**config.mk**
```make
export PLATFORM = sky130hd
export DESIGN_NAME = track_stub_cluster_follower_core
export DESIGN_NICKNAME = d
export VERILOG_FILES = /design/src/rtl/tsc_pkg.sv /design/src/rtl/track_stub_cluster_follower_core.sv /design/src/rtl/tsc_div.sv
export SDC_FILE = /design/constraint.sdc
export NUM_CORES = 2
export LEC_CHECK = 0
export CAP_MARGIN = 25
export CORE_ASPECT_RATIO = 1.5
export CORE_MARGIN = 2
export CORE_UTILIZATION = 46
export DETAILED_ROUTE_END_ITERATION = 12
export DONT_BUFFER_PORTS = 1
export PLACE_DENSITY = 0.57
export SLEW_MARGIN = 20
export SYNTH_ARGS = -nofsm -noshare
export SYNTH_HDL_FRONTEND = slang
export SYNTH_SLANG_ARGS = --single-unit
```
**constraint.sdc**
```tcl
create_clock -name clk -period 18.43 [get_ports clk]
set_input_delay 3.686 -clock clk [delete_from_list [all_inputs] [get_ports clk]]
set_output_delay 3.686 -clock clk [all_outputs]
set_load 0.02 [all_outputs]
```
**src/rtl/tsc_pkg.sv**
```systemverilog
`default_nettype none
// ----------------------------------------------------------------------------
// Track stub follower package
// Shared constants, sequencer state types and item classes for the stub
// follower core and its slope divider.
// ----------------------------------------------------------------------------
package tsc_pkg;

	// Slope format: signed, 16 fraction bits, saturating.
	localparam int GRAD_W = 21;
	localparam logic signed [GRAD_W-1:0] GRAD_MAX = {1'b0, {(GRAD_W-1){1'b1}}};
	localparam logic signed [GRAD_W-1:0] GRAD_MIN = {1'b1, {(GRAD_W-1){1'b0}}};

	// Fraction bits that a position gains when it is scaled to slope units.
	localparam int FRAC_SHIFT = 16;

	// A start cluster may sit at most this many layers above its orientation.
	localparam logic [4:0] START_SLACK = 5'd2;

	typedef enum logic [3:0] {
		S_IDLE,
		S_DECODE,
		S_MUL,
		S_PROJ,
		S_TEST,
		S_ABS,
		S_DIST,
		S_COMMIT,
		S_DIVGO,
		S_DIVWAIT,
		S_EMIT
	} top_state_t;

	typedef enum logic [1:0] {
		K_START,
		K_ADVANCE,
		K_REPLACE,
		K_REJECT
	} item_kind_t;

	typedef enum logic [1:0] {
		D_IDLE,
		D_CHECK,
		D_ITER,
		D_DONE
	} div_state_t;

endpackage
`default_nettype wire

```
**src/rtl/track_stub_cluster_follower_core.sv**
```systemverilog
`default_nettype none
// ----------------------------------------------------------------------------
// Track stub cluster follower core
// Follows one straight track stub through a stream of hit clusters: starts,
// advances by a layer step, or replaces the cluster of the current layer.
// ----------------------------------------------------------------------------
// Every input item gives exactly one result item. A start item, a cluster
// offered to an empty stub and a cluster in an unrelated layer go from DECODE
// to EMIT. A projected cluster passes MUL, PROJ and TEST and goes to EMIT if
// it misses its span; a replacement candidate passes ABS and DIST and goes to
// EMIT if not closer. An advance or closer replacement passes COMMIT, DIVGO
// and DIVWAIT, where the slope divider produces one quotient bit per cycle.
// in_stall stays high from acceptance until the result is written to the
// output register, which holds it while out_stall is high.
module track_stub_cluster_follower_core
	import tsc_pkg::*;
#(
	parameter int POS_WIDTH  = 20,
	parameter int LAYER_STEP = 2
) (
	input  wire                              clk,
	input  wire                              arst_n,
	input  wire                              in_valid,
	output logic                             in_stall,
	input  wire                              func,
	input  wire  [3:0]                       layer,
	input  wire                              orient,
	input  wire logic signed [POS_WIDTH-1:0] x_pos,
	input  wire logic signed [POS_WIDTH-1:0] y_pos,
	input  wire logic signed [POS_WIDTH-1:0] z_pos,
	input  wire logic signed [POS_WIDTH-1:0] extent_low,
	input  wire logic signed [POS_WIDTH-1:0] extent_high,
	input  wire logic signed [POS_WIDTH-1:0] span_low,
	input  wire logic signed [POS_WIDTH-1:0] span_high,
	output logic                             out_valid,
	input  wire                              out_stall,
	output logic                             accepted,
	output logic                             replaced,
	output logic [3:0]                       stub_layer,
	output logic signed [POS_WIDTH-1:0]      stub_position,
	output logic signed [GRAD_W-1:0]         stub_slope
);

	localparam int P   = POS_WIDTH;
	localparam int SW  = P + 1;
	localparam int PRW = P + GRAD_W + 1;
	localparam int PW  = P + GRAD_W + 2;
	localparam int DFW = PW + 1;

	top_state_t state_q, state_d;
	item_kind_t kind_c, kind_q;

	// Item registers.
	logic                func_q;
	logic [3:0]          layer_q;
	logic                orient_q;
	logic signed [P-1:0] x_q, y_q, z_q, el_q, eh_q, sl_q, sh_q;

	// Stub state.
	logic                has_q;
	logic [3:0]          cur_layer_q;
	logic                orient_bit_q;
	logic signed [P-1:0] cur_pos_q, cur_depth_q, prev_pos_q, prev_depth_q;
	logic signed [P-1:0] kept_lo_q, kept_hi_q;
	logic signed [GRAD_W-1:0] cur_grad_q, prev_grad_q;

	// Projection datapath.
	logic signed [P-1:0]      base_pos_q;
	logic signed [GRAD_W-1:0] base_grad_q;
	logic signed [SW-1:0]     dz_q;
	logic signed [SW-1:0]     sum_new_q, sum_old_q;
	logic signed [PRW-1:0]    prod_q;
	logic signed [PW-1:0]     proj_q;
	logic signed [DFW-1:0]    diff_new_q, diff_old_q;
	logic [DFW-1:0]           mag_new_q, mag_old_q;

	logic signed [SW-1:0]     div_dp_q, div_dz_q;
	logic                     acc_q, rep_q;
	logic                     out_valid_q;

	logic signed [PW-1:0]     span_lo_c, span_hi_c;
	logic                     inside_c;
	logic                     closer_c;
	logic                     start_ok_c;
	logic signed [P-1:0]      sel_pos_c;

	logic                     accept_c;
	logic                     do_start;
	logic                     do_commit;
	logic                     div_start;
	logic                     load_grad;
	logic                     load_out;
	logic                     div_done;
	logic signed [GRAD_W-1:0] div_quot;

	assign accept_c   = in_valid && !in_stall;
	assign start_ok_c = ({1'b0, layer_q} <= (5'(orient_q) + START_SLACK));
	// The stub's own orientation picks the coordinate of an offered cluster.
	assign sel_pos_c  = orient_bit_q ? x_q : y_q;
	assign span_lo_c  = {{(PW-P-FRAC_SHIFT){sl_q[P-1]}}, sl_q, {FRAC_SHIFT{1'b0}}};
	assign span_hi_c  = {{(PW-P-FRAC_SHIFT){sh_q[P-1]}}, sh_q, {FRAC_SHIFT{1'b0}}};
	assign inside_c   = (span_lo_c < proj_q) && (proj_q < span_hi_c);
	assign closer_c   = (mag_new_q < mag_old_q);

	always_comb begin
		priority if (!func_q || !has_q) begin
			kind_c = K_START;
		end else if ({1'b0, layer_q} == ({1'b0, cur_layer_q} + 5'(LAYER_STEP))) begin
			kind_c = K_ADVANCE;
		end else if (layer_q == cur_layer_q) begin
			kind_c = K_REPLACE;
		end else begin
			kind_c = K_REJECT;
		end
	end

	// Next state.
	always_comb begin
		state_d = state_q;
		unique case (state_q)
			S_IDLE:    if (in_valid) state_d = S_DECODE;
			S_DECODE: begin
				if (kind_c == K_START || kind_c == K_REJECT) begin
					state_d = S_EMIT;
				end else begin
					state_d = S_MUL;
				end
			end
			S_MUL:     state_d = S_PROJ;
			S_PROJ:    state_d = S_TEST;
			S_TEST: begin
				priority if (!inside_c) begin
					state_d = S_EMIT;
				end else if (kind_q == K_ADVANCE) begin
					state_d = S_COMMIT;
				end else begin
					state_d = S_ABS;
				end
			end
			S_ABS:     state_d = S_DIST;
			S_DIST:    state_d = closer_c ? S_COMMIT : S_EMIT;
			S_COMMIT:  state_d = S_DIVGO;
			S_DIVGO:   state_d = S_DIVWAIT;
			S_DIVWAIT: if (div_done) state_d = S_EMIT;
			S_EMIT:    if (!out_valid_q || !out_stall) state_d = S_IDLE;
			default:   state_d = S_IDLE;
		endcase
	end

	// Sequencer outputs.
	always_comb begin
		in_stall  = (state_q != S_IDLE);
		do_start  = (state_q == S_DECODE) && (kind_c == K_START);
		do_commit = (state_q == S_COMMIT);
		div_start = (state_q == S_DIVGO);
		load_grad = (state_q == S_DIVWAIT) && div_done;
		load_out  = (state_q == S_EMIT) && (!out_valid_q || !out_stall);
	end

	always_ff @(posedge clk or negedge arst_n) begin
		if (!arst_n) begin
			state_q <= S_IDLE;
		end else begin
			state_q <= state_d;
		end
	end

	always_ff @(posedge clk) begin
		if (accept_c) begin
			func_q   <= func;
			layer_q  <= layer;
			orient_q <= orient;
			x_q      <= x_pos;
			y_q      <= y_pos;
			z_q      <= z_pos;
			el_q     <= extent_low;
			eh_q     <= extent_high;
			sl_q     <= span_low;
			sh_q     <= span_high;
		end
		if (state_q == S_DECODE) begin
			kind_q    <= kind_c;
			sum_new_q <= SW'(el_q) + SW'(eh_q);
			sum_old_q <= SW'(kept_lo_q) + SW'(kept_hi_q);
			// An advance projects from the current layer, a replacement from
			// the previous one.
			if (kind_c == K_ADVANCE) begin
				base_pos_q  <= cur_pos_q;
				base_grad_q <= cur_grad_q;
				dz_q        <= SW'(z_q) - SW'(cur_depth_q);
			end else begin
				base_pos_q  <= prev_pos_q;
				base_grad_q <= prev_grad_q;
				dz_q        <= SW'(z_q) - SW'(prev_depth_q);
			end
		end
		if (state_q == S_MUL) begin
			prod_q <= base_grad_q * dz_q;
		end
		if (state_q == S_PROJ) begin
			proj_q <= {{(PW-P-FRAC_SHIFT){base_pos_q[P-1]}}, base_pos_q,
				{FRAC_SHIFT{1'b0}}} + PW'(prod_q);
		end
		if (state_q == S_TEST) begin
			diff_new_q <= DFW'(proj_q)
				- {{(DFW-SW-FRAC_SHIFT+1){sum_new_q[SW-1]}}, sum_new_q,
				{(FRAC_SHIFT-1){1'b0}}};
			diff_old_q <= DFW'(proj_q)
				- {{(DFW-SW-FRAC_SHIFT+1){sum_old_q[SW-1]}}, sum_old_q,
				{(FRAC_SHIFT-1){1'b0}}};
		end
		if (state_q == S_ABS) begin
			mag_new_q <= diff_new_q[DFW-1] ? (~diff_new_q + DFW'(1)) : diff_new_q;
			mag_old_q <= diff_old_q[DFW-1] ? (~diff_old_q + DFW'(1)) : diff_old_q;
		end
		if (do_commit) begin
			if (kind_q == K_ADVANCE) begin
				div_dp_q <= SW'(sel_pos_c) - SW'(cur_pos_q);
				div_dz_q <= SW'(z_q) - SW'(cur_depth_q);
			end else begin
				div_dp_q <= SW'($signed(sum_new_q[P:1])) - SW'(prev_pos_q);
				div_dz_q <= SW'(cur_depth_q) - SW'(prev_depth_q);
			end
		end
	end

	always_ff @(posedge clk or negedge arst_n) begin
		if (!arst_n) begin
			has_q        <= 1'b0;
			cur_layer_q  <= '0;
			orient_bit_q <= 1'b0;
			cur_pos_q    <= '0;
			cur_depth_q  <= '0;
			cur_grad_q   <= '0;
			prev_pos_q   <= '0;
			prev_depth_q <= '0;
			prev_grad_q  <= '0;
			kept_lo_q    <= '0;
			kept_hi_q    <= '0;
			acc_q        <= 1'b0;
			rep_q        <= 1'b0;
		end else begin
			if (accept_c) begin
				acc_q <= 1'b0;
				rep_q <= 1'b0;
			end
			if (do_start) begin
				// A failed start check leaves the stub cleared.
				has_q        <= start_ok_c;
				cur_layer_q  <= start_ok_c ? layer_q : '0;
				orient_bit_q <= start_ok_c ? orient_q : 1'b0;
				cur_pos_q    <= start_ok_c ? (orient_q ? x_q : y_q) : '0;
				cur_depth_q  <= start_ok_c ? z_q : '0;
				kept_lo_q    <= start_ok_c ? el_q : '0;
				kept_hi_q    <= start_ok_c ? eh_q : '0;
				cur_grad_q   <= '0;
				prev_pos_q   <= '0;
				prev_depth_q <= '0;
				prev_grad_q  <= '0;
				acc_q        <= start_ok_c;
			end
			if (do_commit) begin
				acc_q     <= 1'b1;
				kept_lo_q <= el_q;
				kept_hi_q <= eh_q;
				if (kind_q == K_ADVANCE) begin
					prev_pos_q   <= cur_pos_q;
					prev_depth_q <= cur_depth_q;
					prev_grad_q  <= cur_grad_q;
					cur_layer_q  <= layer_q;
					cur_depth_q  <= z_q;
					cur_pos_q    <= sel_pos_c;
				end else begin
					// Floor of the extent centre: the half bit is dropped.
					cur_pos_q <= sum_new_q[P:1];
					rep_q     <= 1'b1;
				end
			end
			if (load_grad) begin
				cur_grad_q <= div_quot;
			end
		end
	end

	tsc_div #(
		.POS_WIDTH(POS_WIDTH)
	) u_div (
		.clk   (clk),
		.arst_n(arst_n),
		.start (div_start),
		.dp    (div_dp_q),
		.dz    (div_dz_q),
		.done  (div_done),
		.quot  (div_quot)
	);

	always_ff @(posedge clk or negedge arst_n) begin
		if (!arst_n) begin
			out_valid_q <= 1'b0;
		end else if (load_out) begin
			out_valid_q <= 1'b1;
		end else if (!out_stall) begin
			out_valid_q <= 1'b0;
		end
	end

	always_ff @(posedge clk) begin
		if (load_out) begin
			accepted      <= acc_q;
			replaced      <= rep_q;
			stub_layer    <= cur_layer_q;
			stub_position <= cur_pos_q;
			stub_slope    <= cur_grad_q;
		end
	end

	assign out_valid = out_valid_q;

endmodule
`default_nettype wire

```
**src/rtl/tsc_div.sv**
```systemverilog
`default_nettype none
// ----------------------------------------------------------------------------
// Track stub slope divider
// Restoring divider that forms (dp * 2^16) / dz truncated toward zero and
// saturated to the slope range, one quotient bit per cycle.
// ----------------------------------------------------------------------------
module tsc_div
	import tsc_pkg::*;
#(
	parameter int POS_WIDTH = 20
) (
	input  wire                              clk,
	input  wire                              arst_n,
	input  wire                              start,
	input  wire logic signed [POS_WIDTH:0]   dp,
	input  wire logic signed [POS_WIDTH:0]   dz,
	output logic                             done,
	output logic signed [GRAD_W-1:0]         quot
);

	localparam int NW = POS_WIDTH + 1;
	localparam int DW = NW + GRAD_W;

	div_state_t state_q, state_d;

	logic              neg_q;
	logic              nz_q;
	logic              ovf_q;
	logic [DW-1:0]     rem_q;
	logic [DW-1:0]     dsh_q;
	logic [GRAD_W-1:0] quo_q;
	logic [4:0]        cnt_q;

	logic [NW-1:0]     dp_mag_c;
	logic [NW-1:0]     dz_mag_c;
	logic              ge_c;

	assign dp_mag_c = dp[NW-1] ? (~dp + NW'(1)) : dp;
	assign dz_mag_c = dz[NW-1] ? (~dz + NW'(1)) : dz;
	assign ge_c     = (rem_q >= dsh_q);

	always_comb begin
		state_d = state_q;
		unique case (state_q)
			D_IDLE:  if (start) state_d = D_CHECK;
			D_CHECK: state_d = D_ITER;
			D_ITER:  if (cnt_q == 5'd0) state_d = D_DONE;
			D_DONE:  state_d = D_IDLE;
			default: state_d = D_IDLE;
		endcase
	end

	always_ff @(posedge clk or negedge arst_n) begin
		if (!arst_n) begin
			state_q <= D_IDLE;
		end else begin
			state_q <= state_d;
		end
	end

	always_ff @(posedge clk) begin
		unique case (state_q)
			D_IDLE: begin
				if (start) begin
					neg_q <= dp[NW-1] ^ dz[NW-1];
					nz_q  <= (dp != '0);
					rem_q <= DW'({dp_mag_c, {FRAC_SHIFT{1'b0}}});
					dsh_q <= {dz_mag_c, {GRAD_W{1'b0}}};
				end
			end
			D_CHECK: begin
				// A quotient of 2^21 or more saturates whatever its sign.
				ovf_q <= ge_c;
				dsh_q <= dsh_q >> 1;
				quo_q <= '0;
				cnt_q <= 5'(GRAD_W - 1);
			end
			D_ITER: begin
				if (ge_c) begin
					rem_q <= rem_q - dsh_q;
				end
				quo_q <= {quo_q[GRAD_W-2:0], ge_c};
				dsh_q <= dsh_q >> 1;
				cnt_q <= cnt_q - 5'd1;
			end
			D_DONE: begin
			end
			default: begin
			end
		endcase
	end

	always_comb begin
		done = (state_q == D_DONE);
		priority if (!nz_q) begin
			quot = '0;
		end else if (ovf_q) begin
			quot = neg_q ? GRAD_MIN : GRAD_MAX;
		end else if (!neg_q) begin
			quot = quo_q[GRAD_W-1] ? GRAD_MAX : $signed(quo_q);
		end else begin
			quot = (quo_q > {1'b1, {(GRAD_W-1){1'b0}}}) ? GRAD_MIN : $signed(-quo_q);
		end
	end

endmodule
`default_nettype wire

```
### Yosys cells after proc, flatten, opt, wreduce, memory -nomap -nowiden

Index checks and enable logic that the tools add are counted.

* word-level logic and storage cells: 217
* register bits: 892
* input bits: 150
* output and inout bits: 49

* $lt $le $gt $ge: 6
* bitwise gates (word level): 5
* mux-type cells: 76
* $mul: 1
* $add $sub $neg: 19
* eq/ne operators: 25
* reduce and logical (&&, ||, !) cells: 31

Operator list (number)
* $mux 20: 24
* $mux 21: 16
* $pmux 42 s2: 2
* $mux 42: 3
* $sub 20x20->21: 5
* $add 44x2->44 const B: 2
* $not 44->44: 2
* $sub 43x36->44: 2
* $mux 43: 2
* $lt 44x44->1: 1
* $pmux 4 s11: 1
* $add 36x42->43: 1
* $lt 36x43->1: 1
* $lt 43x36->1: 1
* $add 20x20->21: 2
* $add 21x2->21 const B: 2
* $ge 42x42->1: 1
* $mul 21x21->42: 1
* $not 21->21: 2
* $pmux 21 s2: 1
* $sub 42x42->42: 1
* $mux 4: 10
* $gt 21x21->1 const B: 1
* $neg 21->21: 1
* 32 further kinds: 78

### Longest topological paths before layout

* depth in word-level cells: 9
* depth in mapped cells: 27
* depth with buffers taken out: 26

### Cells and area by module

A second synthesis with hierarchy kept.

* cells, all modules: 6292
* area, all modules: 65298.9 um^2

Modules (own cells, without submodules)
* track_stub_cluster_follower_core: instances 1, cells each 5313, area each 56715.6 um^2
* tsc_div: instances 1, cells each 979, area each 8583.2 um^2

### Worst setup path after synthesis

Ideal clock, no wire load.

* path type: reg-to-reg
* start point: reg state_q[0]
* end point: reg cur_depth_q[10]
* data arrival time: 10385 ps
* setup slack: 7978 ps
* clock period less this slack: 10452 ps
* cell stages (with the launch flop): 9
* path through: dfrtp_1 > clkbuf_1 > nand2b_1 > nor3_1 > nand2_1 > a2111o_1 > o21ai_0 > clkbuf_1 > a22o_1

* longest elaborated chain between the ends: 5

Ends and longest elaborated chain
* start, declared: line track_stub_cluster_follower_core.sv:50 `top_state_t state_q, state_d;`
* start signal, assigned: line track_stub_cluster_follower_core.sv:164 `state_q <= state_d;`
* $eq 4x1->1: line track_stub_cluster_follower_core.sv:153 `do_start = (state_q == S_DECODE) && (kind_c == K_START);`
* $logic_and 1x1->1: line track_stub_cluster_follower_core.sv:153
* $mux 20: line track_stub_cluster_follower_core.sv:247 `if (do_start) begin`
* $mux 20: line track_stub_cluster_follower_core.sv:266 `if (kind_q == K_ADVANCE) begin`
* $mux 20 (*): line track_stub_cluster_follower_core.sv:262 `if (do_commit) begin`
* end signal, assigned: line track_stub_cluster_follower_core.sv:253 `cur_depth_q <= start_ok_c ? z_q : '0;`
* end signal, assigned: line track_stub_cluster_follower_core.sv:271 `cur_depth_q <= z_q;`
* end, declared: line track_stub_cluster_follower_core.sv:63 `logic signed [P-1:0] cur_pos_q, cur_depth_q, prev_pos_q, prev_depth_q;`

Every way passes the cells marked *; elsewhere a longest branch is shown, timed or not.
A chain may end at the register's enable or synchronous reset.

### Final worst setup path

* start point: reg base_grad_q[9]
* end point: reg prod_q[41] (data pin)

* longest elaborated chain between the ends: 1

Ends and longest elaborated chain
* start, declared: line track_stub_cluster_follower_core.sv:69 `logic signed [GRAD_W-1:0] base_grad_q;`
* start signal, assigned: line track_stub_cluster_follower_core.sv:189 `base_grad_q <= cur_grad_q;`
* start signal, assigned: line track_stub_cluster_follower_core.sv:193 `base_grad_q <= prev_grad_q;`
* $mul 21x21->42: line track_stub_cluster_follower_core.sv:198 `prod_q <= base_grad_q * dz_q;`
* end signal, assigned: line track_stub_cluster_follower_core.sv:198
* end, declared: line track_stub_cluster_follower_core.sv:72 `logic signed [PRW-1:0] prod_q;`

No other way between the ends.

==> impl_results.md <==
- Status: completed
- Routed Wire Length: 171000 um
- Total CTS buffers: 95
- Worst min path class: reg2reg
- Mapped cell area: 0.0642 mm2
- Commonest non-fill, non-tap cell in the layout: inv_1
- Initial antenna violation count: 4
- # clock sinks: 875
- DRC errors left: 0
- IO Pins: 199
- Root Buffer Master: clkbuf_16
- Starting Density: 0.464
- Clock buffer depth: 3
- CP endpoint kind: register
- Setup TNS: 0 ns
- Non-filler instance count after layout: 7935
- Num rows: 167
- Htree depth: 3
- Tmin final: 7.79 ns
- Crit start category: register
- Iteration-0 DRC Markers: 2606
- Final Setup Violations: 0
- Adder-Cell Fraction of Synth Area: 0.241
- Largest family of logic cells by synthesized area: adder cells
- Sequential share of the synthesized area: 0.395
- Fmax: 0.128 GHz
- PortBufs: 0
- Worst EP required: 18.90 ns
- Post-synth EDFFs: 698
- Nets: 7097
- Clk_skew: 0.0562 ns
- Chip width: 309 um
- CORE AREA: 0.138 mm2
- Crit path max fanout: 21
- Vias in the first global route: 45600
- Via Count: 43600
- Async SR Flop Fraction: 0.202
- YS warnings: 0
- CTS tree: done
- Die span in y: 462 um
- DP Worst Slack: 10.52 ns
- Yosys reg bits: 875
- Maxcap violations: 0
- Share of layout cells above drive strength 1: 0.0484
- Cts repair resizes: 0
- Drt first pass iters: 5
- Max_slew headroom: 0.304
- Layout area overhead: 8.30%
- Syn Area/Cell: 10.6 um2
- Final worst slack: 10.64 ns
- HPWL Detailed: 133000 um
- GR Overflow Total: 0
- Synthesized-area fraction occupied by xor and xnor cells: 0.0511
- Multiplexer area fraction after synthesis: 0.0133
- Most frequent cells in the layout: inv_1, edfxtp_1, nand2_1, ha_1, fa_1
- Clock Latency Late Sink: 0.75 ns
- Critical path start-end classification: reg2reg
- Dpl cells: 7754
- RSZ-0062 raised after global routing: false
- First-pass GRT wire length: 265000 um
- Worst Path Arrival: 8.26 ns
- Synth Net Count: 7163
- Largest net degree at the start of global routing: 178
- Slew Viols, Final: 0
- GRT Total Usage: 0.244
- Post-Synth Simple-Gate Area: 0.113
- Clk slew on worst S/H paths: 0.06 ns
- Post-synth cell types: 82
- GP Congestion: 0.961
- Routed len/inst: 21.6 um
- Detail Route Antenna Nets: 0
- R2R Setup Slk: 10.64 ns
- Cts hold-fix bufs: 0
- Die ar.: 0.143 mm2
- DR vias/cell: 5.49
- Crit share post-route: 0.423
- Worst-Margin Slew: 1.04 ns
- Compound-Gate Fraction of Synth Area: 0.124
- Fin. Hold Viols: 0
- Predominant post-synthesis flop cell: edfxtp_1
- Setup Buffers After CTS: 0
- Mapped Cells: 6059
-- registers in the layout, indices dropped and copies added, names as in the netlist, 29 cells and up --
register / cells
prod_q: 42
diff_old_q: 29
mag_old_q: 43
u_div.rem_q: 42
proj_q: 43
mag_new_q: 43
u_div.dsh_q: 42
diff_new_q: 44
-- critical path, stage by stage (launching register included) --
cell and delay [ns]:
edfxtp_1 0.85, and2_1 0.26, fa_1 0.44, fa_1 0.51
inv_1 0.05, fa_1 0.53, inv_1 0.05, fa_1 0.50
inv_1 0.05, fa_1 0.47, inv_1 0.05, fa_1 0.53
inv_1 0.06, fa_1 0.52, inv_1 0.04, ha_1 0.37
and4_1 0.25, a221o_1 0.18, a22o_1 0.25, a21oi_1 0.14
o41ai_1 0.87, a21oi_1 0.23, a211o_1 0.31
-- area by class of cell --
| class | instances | area, um2 |
|---|---|---|
| Clock inverter | 64 | 778 |
| Antenna cell | 1 | 2.50 |
| Sequential cell | 875 | 25400 |
| Fill cell | 12700 | 68800 |
| Inverter | 863 | 3250 |
| Tap cell | 1859 | 2330 |
| Timing Repair Buffer | 38 | 302 |
| Clock buffer | 115 | 2560 |
| Multi-Input combinational cell | 4120 | 35000 |
-- cells in the mapped netlist (39+ instances only) --
cell type    n  share of area
a22o_1     133          0.018
o21a_1      62         0.0072
clkbuf_1   184          0.011
mux2_2      41         0.0072
fa_1       470           0.15
o21ai_0    264          0.021
nand3_1     52         0.0041
nor3_1      73         0.0057
nor2b_1     54         0.0053
inv_1      861          0.050
dfrtp_1    177          0.069
mux2i_1     39         0.0061
edfxtp_1   698           0.33
a21o_1     138          0.016
xor2_1     118          0.016
ha_1       484          0.094
o31ai_1     46         0.0054
a21oi_1    267          0.021
nor2_1     319          0.019
and2_1     225          0.022
or3_1       42         0.0041
nand2_1    537          0.031
nand2b_1    69         0.0067
xnor2_1    257          0.035
a211oi_1    39         0.0046
a31oi_1     53         0.0052
-- metrics by stage --
stage	utilization	area, um2	hold WS (ns)
after global routing	0.503	69600	0.424
after global placement	0.478	66200	0.403
after floorplan	-	64200	0.400
final	0.503	69600	0.413
after detailed placement	0.479	66200	0.405
after CTS	0.503	69500	0.419
-- layer usage --
| layer | track usage | vias to the layer above | routed length [um] |
|---|---|---|---|
| met5 | 0 | - | 42 |
| met4 | 0.117 | 6 | 8730 |
| met3 | 0.0348 | 333 | 7380 |
| met2 | 0.441 | 920 | 88100 |
| met1 | 0.282 | 21800 | 67100 |
| li1 | - | 20600 | - |
-- cell families after synthesis --
| logic type | count (synthesis) |
|---|---|
| AO/OA/AOI/OAI | 1203 |
| XOR/XNOR | 375 |
| adder cells (fa/ha/maj) | 954 |
| buffers and inverters | 1064 |
| flip-flops | 875 |
| multiplexers | 80 |
| AND/OR/NAND/NOR | 1508 |
-- final timing paths --
| check | start | endpoint | cells after the start |
|---|---|---|---|
| max in group asynchronous | arst_n | kept_hi_q[18]$_DFFE_PN0P_ | 0 |
| max | base_grad_q[9]$_DFFE_PP_ | prod_q[41]$_DFFE_PP_ | 22 |
| min reg2reg | prod_q[1]$_DFFE_PP_ | proj_q[1]$_DFFE_PP_ | 0 |
| min | prod_q[1]$_DFFE_PP_ | proj_q[1]$_DFFE_PP_ | 0 |
| max reg2reg | base_grad_q[9]$_DFFE_PP_ | prod_q[41]$_DFFE_PP_ | 22 |
| min in group asynchronous | arst_n | prev_depth_q[17]$_DFF_PN0_ | 0 |
Power is left out: the tool's default activity adds up to more than one toggle a clock period on the data nets, which glitch-free logic cannot reach.
